==> src/hdl/vsbl_pkg.sv <==
// ----------------------------------------------------------------------------
// vsbl_pkg
// Shared constants, codes and types of the volatility surface lookup.
// ----------------------------------------------------------------------------
package vsbl_pkg;

	localparam int MAX_EXPIRIES = 16;
	localparam int MAX_POINTS   = 32;

	localparam int SLOT_W  = $clog2(MAX_EXPIRIES);
	localparam int PT_W    = $clog2(MAX_POINTS);
	localparam int CNT_W   = PT_W + 1;
	localparam int ECNT_W  = SLOT_W + 1;
	localparam int ADDR_W  = SLOT_W + PT_W;
	localparam int DEPTH   = MAX_EXPIRIES * MAX_POINTS;

	localparam int FUNC_W     = 3;
	localparam int SLOT_FW    = 4;
	localparam int EXP_W      = 24;
	localparam int STRIKE_W   = 32;
	localparam int VOL_W      = 24;
	localparam int TOL_W      = 16;
	localparam int STAT_W     = 2;
	localparam int CFG_IDX_W  = 4;
	localparam int CFG_DATA_W = 24;

	localparam logic [FUNC_W-1:0] FUNC_CLEAR  = 3'd0;
	localparam logic [FUNC_W-1:0] FUNC_WRITE  = 3'd1;
	localparam logic [FUNC_W-1:0] FUNC_APPEND = 3'd2;
	localparam logic [FUNC_W-1:0] FUNC_QUERY  = 3'd3;
	localparam logic [FUNC_W-1:0] FUNC_BFLY   = 3'd4;

	localparam logic [STAT_W-1:0] STAT_OK      = 2'd0;
	localparam logic [STAT_W-1:0] STAT_DEFAULT = 2'd1;
	localparam logic [STAT_W-1:0] STAT_REJECT  = 2'd2;

	localparam logic [CFG_IDX_W-1:0] REG_DEFAULT_VOL = 4'd0;
	localparam logic [CFG_IDX_W-1:0] REG_ARB_TOL     = 4'd1;

	localparam logic [VOL_W-1:0] DEFAULT_VOL_RST = 24'd629146;
	localparam logic [TOL_W-1:0] ARB_TOL_RST     = 16'd1;
	localparam logic [8:0]       DAYS_PER_YEAR   = 9'd365;

	typedef struct packed {
		logic [VOL_W-1:0]           down;
		logic [VOL_W-1:0]           up;
		logic signed [STRIKE_W:0]   num;
		logic signed [STRIKE_W:0]   den;
	} lerp_req_t;

endpackage

==> src/hdl/vsbl_lerp.sv <==
// ----------------------------------------------------------------------------
// vsbl_lerp
// Clamped linear interpolation: down + trunc((up-down)*num/den), one
// multiply then a restoring divide, one quotient bit per cycle.
// ----------------------------------------------------------------------------
module vsbl_lerp import vsbl_pkg::*; (
	input  logic             clk,
	input  logic             arst_n,
	input  logic             start,
	input  lerp_req_t        req,
	output logic             done,
	output logic [VOL_W-1:0] result
);

	localparam logic [2:0] L_IDLE = 3'd0;
	localparam logic [2:0] L_MUL  = 3'd1;
	localparam logic [2:0] L_LOAD = 3'd2;
	localparam logic [2:0] L_DIV  = 3'd3;
	localparam logic [2:0] L_FIN  = 3'd4;

	localparam int PROD_W = VOL_W + STRIKE_W;

	logic [2:0]            st_q;
	logic [VOL_W-1:0]      down_q;
	logic                  neg_q;
	logic [VOL_W-1:0]      mag_q;
	logic [STRIKE_W-1:0]   num_q;
	logic [STRIKE_W-1:0]   den_q;
	logic [PROD_W-1:0]     prod_q;
	logic [STRIKE_W-1:0]   rem_q;
	logic [VOL_W-1:0]      quo_q;
	logic [4:0]            cnt_q;
	logic                  done_q;
	logic [VOL_W-1:0]      res_q;

	logic signed [VOL_W:0] diff;
	logic [STRIKE_W:0]     trial;

	assign diff  = $signed({1'b0, req.up}) - $signed({1'b0, req.down});
	assign trial = {rem_q, prod_q[VOL_W-1]};

	always_ff @(posedge clk or negedge arst_n) begin
		if (!arst_n) begin
			st_q   <= L_IDLE;
			done_q <= 1'b0;
		end else begin
			done_q <= 1'b0;
			unique case (st_q)
				L_IDLE: begin
					if (start) begin
						if (req.den[STRIKE_W] || req.den == '0 ||
						    req.num[STRIKE_W] || req.num == '0) begin
							res_q  <= req.down;
							done_q <= 1'b1;
						end else if (req.num[STRIKE_W-1:0] >= req.den[STRIKE_W-1:0]) begin
							res_q  <= req.up;
							done_q <= 1'b1;
						end else begin
							down_q <= req.down;
							neg_q  <= diff[VOL_W];
							mag_q  <= diff[VOL_W] ? VOL_W'(-diff) : diff[VOL_W-1:0];
							num_q  <= req.num[STRIKE_W-1:0];
							den_q  <= req.den[STRIKE_W-1:0];
							st_q   <= L_MUL;
						end
					end
				end
				L_MUL: begin
					prod_q <= mag_q * num_q;
					st_q   <= L_LOAD;
				end
				L_LOAD: begin
					rem_q <= prod_q[PROD_W-1:VOL_W];
					quo_q <= '0;
					cnt_q <= '0;
					st_q  <= L_DIV;
				end
				L_DIV: begin
					if (trial >= {1'b0, den_q}) begin
						rem_q <= STRIKE_W'(trial - {1'b0, den_q});
						quo_q <= {quo_q[VOL_W-2:0], 1'b1};
					end else begin
						rem_q <= trial[STRIKE_W-1:0];
						quo_q <= {quo_q[VOL_W-2:0], 1'b0};
					end
					prod_q <= prod_q << 1;
					cnt_q  <= cnt_q + 5'd1;
					if (cnt_q == 5'(VOL_W - 1))
						st_q <= L_FIN;
				end
				L_FIN: begin
					res_q  <= neg_q ? down_q - quo_q : down_q + quo_q;
					done_q <= 1'b1;
					st_q   <= L_IDLE;
				end
				default: st_q <= L_IDLE;
			endcase
		end
	end

	assign done   = done_q;
	assign result = res_q;

endmodule

==> config.mk <==
export PLATFORM = sky130hd
export DESIGN_NAME = vsbl_lerp
export DESIGN_NICKNAME = d
export VERILOG_FILES = /design/src/hdl/vsbl_pkg.sv /design/src/hdl/vsbl_lerp.sv
export SDC_FILE = /design/constraint.sdc
export NUM_CORES = 2
export LEC_CHECK = 0
export BUFFER_PORTS_ARGS = -buffer_cell sky130_fd_sc_hd__buf_2
export CAP_MARGIN = 20
export CORE_MARGIN = 2
export CORE_UTILIZATION = 55
export CTS_CLUSTER_SIZE = 40
export DETAILED_ROUTE_END_ITERATION = 16
export GPL_ROUTABILITY_DRIVEN = 0
export GPL_TIMING_DRIVEN = 0
export PLACE_DENSITY = 0.71
export SYNTH_ARGS = -nofsm -noshare
export SYNTH_HDL_FRONTEND = slang
export SYNTH_SLANG_ARGS = --single-unit
==> constraint.sdc <==
create_clock -name clk -period 22.9 [get_ports clk]
set_input_delay 1.145 -clock clk [delete_from_list [all_inputs] [get_ports clk]]
set_output_delay 1.145 -clock clk [all_outputs]
set_load 0.02 [all_outputs]
==> run metrics <==
Critical Path Sink prod_q[53]$_DFFE_PP_; initial antenna violation count 6; CTS Buf Count 30; Tcrit/Tclk final 40.43%; Worst R2R End prod_q[53]$_DFFE_PP_; syn_nets 5406; Longest Clk Path Bufs 3; Max Fclk 108.0 MHz; sequential fraction of the synthesis area 19.13%; CTS Sinks 258; Crit. End Element flop; Core Area 72830 um^2; ANT nets after route 0; Initial Util 55.45%; clk slew on worst S/H paths 0.06 ns; Final min period 9.258 ns; DR iter-0 viols 2904; total wire length 121500 um; Synth Instances 4332; Worst Tran Pin Value 1.048 ns; root buffer cell clkbuf_16; setup TNS 0 ns; Synth Register Bits 258; row count 99; power density cells 54.25 nW/um^2; IO Count 142; Setup Viol. Count Final 0; relative slew slack 30.14%; port bufs 141; crit path max fanout 10; Residual DRC 0; distinct cell type count after synthesis 79; final hold vios 0; Clk Latency, worst-skew pair 0.59 ns; EDFF count, synth 254; cts hold-fix bufs 0; Horiz. Die Dim 275.0 um; most common flop cell mapped by yosys edfxtp_1; final worst slack 13.64 ns; area of the mapped netlist 40380 um^2; # Post-CTS Setup Buffers 0; Pins Over Slew Limit 0; final core utilization 59.65%; NumNets Final 5599; max-cap violations 0; global-route wire length before repair 185600 um; commonest non-fill, non-tap cell in the layout inv_1; largest net degree at the start of global routing 32; DP HPWL 100500 um; RR Startpoint mag_q[3]$_DFFE_PP_; commonest cells after routing, fill and taps aside 863 x inv_1, 661 x fa_1, 556 x nand2_1, 409 x and2_1, 296 x ha_1; dpl ws 13.97 ns; DR vias/cell 5.720; syn avg cell area 9.322 um^2; vias in the first global route 32629; status finished clean; worst setup path start mag_q[3]$_DFFE_PP_; drt first pass iters 6; CTS tree done; kind of critical path flop to flop; Synth Warn # 0; RSZ-0062 raised after global routing no; overall via count from detail_route 31525; startpoint types flop; Worst VDD drop 0.00007129 V; CP required 23.32 ns; worst hold path class input pin to async pin; area grow syn2layout 7.575%; ys async rst share 1.550%; H-tree levels 1; chip height 275.0 um; Arrival @ worst endpoint 9.67 ns; fraction of layout cells with a size suffix above 1 5.321%; final clock skew 0.03101 ns; P_leak 20.71 nW; R2R setup slack 13.64 ns; drt wl/cell 22.05 um; GRT Residual Overflow 0; DIE AREA 75610 um^2; worst reg2reg path depth 27; GRT Util Overall 32.85%; post_cts resized 0
## worst max-delay path, cell delays in order, from the launching register on
cell,delay [ns]
edfxtp_1,0.68
clkbuf_1,0.82
nand2_1,0.18
fa_1,0.58
inv_1,0.05
fa_1,0.48
inv_1,0.06
fa_1,0.56
fa_1,0.45
fa_1,0.56
inv_1,0.05
fa_1,0.48
inv_1,0.05
fa_1,0.49
inv_1,0.05
ha_1,0.27
clkbuf_1,0.20
a21oi_1,0.24
o21bai_1,0.08
a21oi_1,0.18
o21ai_0,0.11
a221o_1,0.33
o21ai_1,0.41
a41oi_1,0.48
a21oi_1,0.54
o211ai_1,0.25
nor3b_1,0.19
nor3_1,0.26
## layer usage
layer	track usage [%]	routed length [um]	vias up
li1	-	-	13970
met1	40.58	45440	15600
met2	53.00	55600	1534
met3	6.188	10960	419
met4	21.45	9498	2
met5	0	14	-
## final cells by class
class / instances / area (um^2)
Antenna cell: 4 / 10.01
Buffer: 204 / 778.2
Clock buffer: 36 / 793.3
Clock inverter: 19 / 150.1
Fill cell: 6373 / 29390
Inverter: 863 / 3239
Multi-Input combinational cell: 3007 / 28660
Sequential cell: 258 / 7727
Tap cell: 959 / 1200
Timing Repair Buffer: 161 / 887.1
## metrics by stage
step	power (mW)	hold WS (ns)	cells	area, um^2
final	2.357	0.3684	5511	43440
after global routing	2.511	0.3631	5509	43440
after CTS	2.343	0.3431	5507	43430
after detailed placement	1.872	0.5004	5452	42490
after global placement	1.845	0.4914	5432	42290
after floorplan	1.558	0.4836	4332	40380
## cell families (layout without fill, tap and decap cells)
| family | Yosys count | in the layout | synth area share (%) |
|---|---|---|---|
| AND/OR/NAND/NOR | 1295 | 1295 | 15.89 |
| buffers and inverters | 1067 | 1283 | 9.949 |
| adder cells (fa/ha/maj) | 957 | 957 | 41.94 |
| AO/OA/AOI/OAI | 553 | 553 | 8.564 |
| flip-flops | 258 | 258 | 19.13 |
| XOR/XNOR | 159 | 159 | 3.448 |
| multiplexers | 43 | 43 | 1.072 |
| other | 0 | 4 | 0 |
## cells in the mapped netlist, drive strengths merged (5+ instances only)
| cell | count | area share (%) |
|---|---|---|
| and3 | 17 | 0.27 |
| o21ai | 159 | 2.0 |
| xnor2 | 117 | 2.5 |
| edfxtp | 254 | 19 |
| or2 | 5 | 0.077 |
| a211o | 10 | 0.22 |
| a31oi | 24 | 0.39 |
| o21a | 19 | 0.35 |
| o21bai | 15 | 0.28 |
| nand2 | 556 | 5.2 |
| or3 | 8 | 0.14 |
| nand3b | 5 | 0.093 |
| o2111ai | 6 | 0.13 |
| nand3 | 26 | 0.33 |
| o211ai | 11 | 0.20 |
| ha | 296 | 9.2 |
| nor3 | 27 | 0.33 |
| clkbuf | 194 | 1.8 |
| nand2b | 22 | 0.34 |
| nor2 | 127 | 1.2 |
| mux2i | 41 | 1.0 |
| nand4 | 26 | 0.40 |
| a21oi | 167 | 2.1 |
| and2 | 409 | 6.3 |
| a41oi | 7 | 0.15 |
| o31a | 5 | 0.11 |
| inv | 863 | 8.0 |
| nor3b | 8 | 0.15 |
| a211oi | 9 | 0.19 |
| o31ai | 9 | 0.17 |
| fa | 661 | 33 |
| a21o | 72 | 1.3 |
| nor4 | 23 | 0.36 |
| buf | 10 | 0.12 |
| nor2b | 16 | 0.25 |
| xor2 | 42 | 0.91 |
## how the worst min path moves through the flow
stage,endpoint,slack [ns]
4_1_cts,done$_DFF_PN0_,0.34
2_1_floorplan,prod_q[1]$_DFFE_PP_,0.48
3_5_place_dp,prod_q[3]$_DFFE_PP_,0.50
5_1_grt,done$_DFF_PN0_,0.36
3_3_place_gp,prod_q[2]$_DFFE_PP_,0.49
6_report,done$_DFF_PN0_,0.37
## registers in the layout (all words and copies together) (netlist names), 5 cells and up
signal  cells
den_q      32
down_q     24
mag_q      24
quo_q      24
result     24
num_q      32
prod_q     56
cnt_q       5
rem_q      32
## report_power, final
group	leakage (nW)	switching [mW]	internal [mW]
combinational	17.8	0.682	0.423
clock	0.448	0.208	0.259
sequential	2.42	0.0696	0.715
total	20.7	0.960	1.40
(Power assumes the default switching activity.)
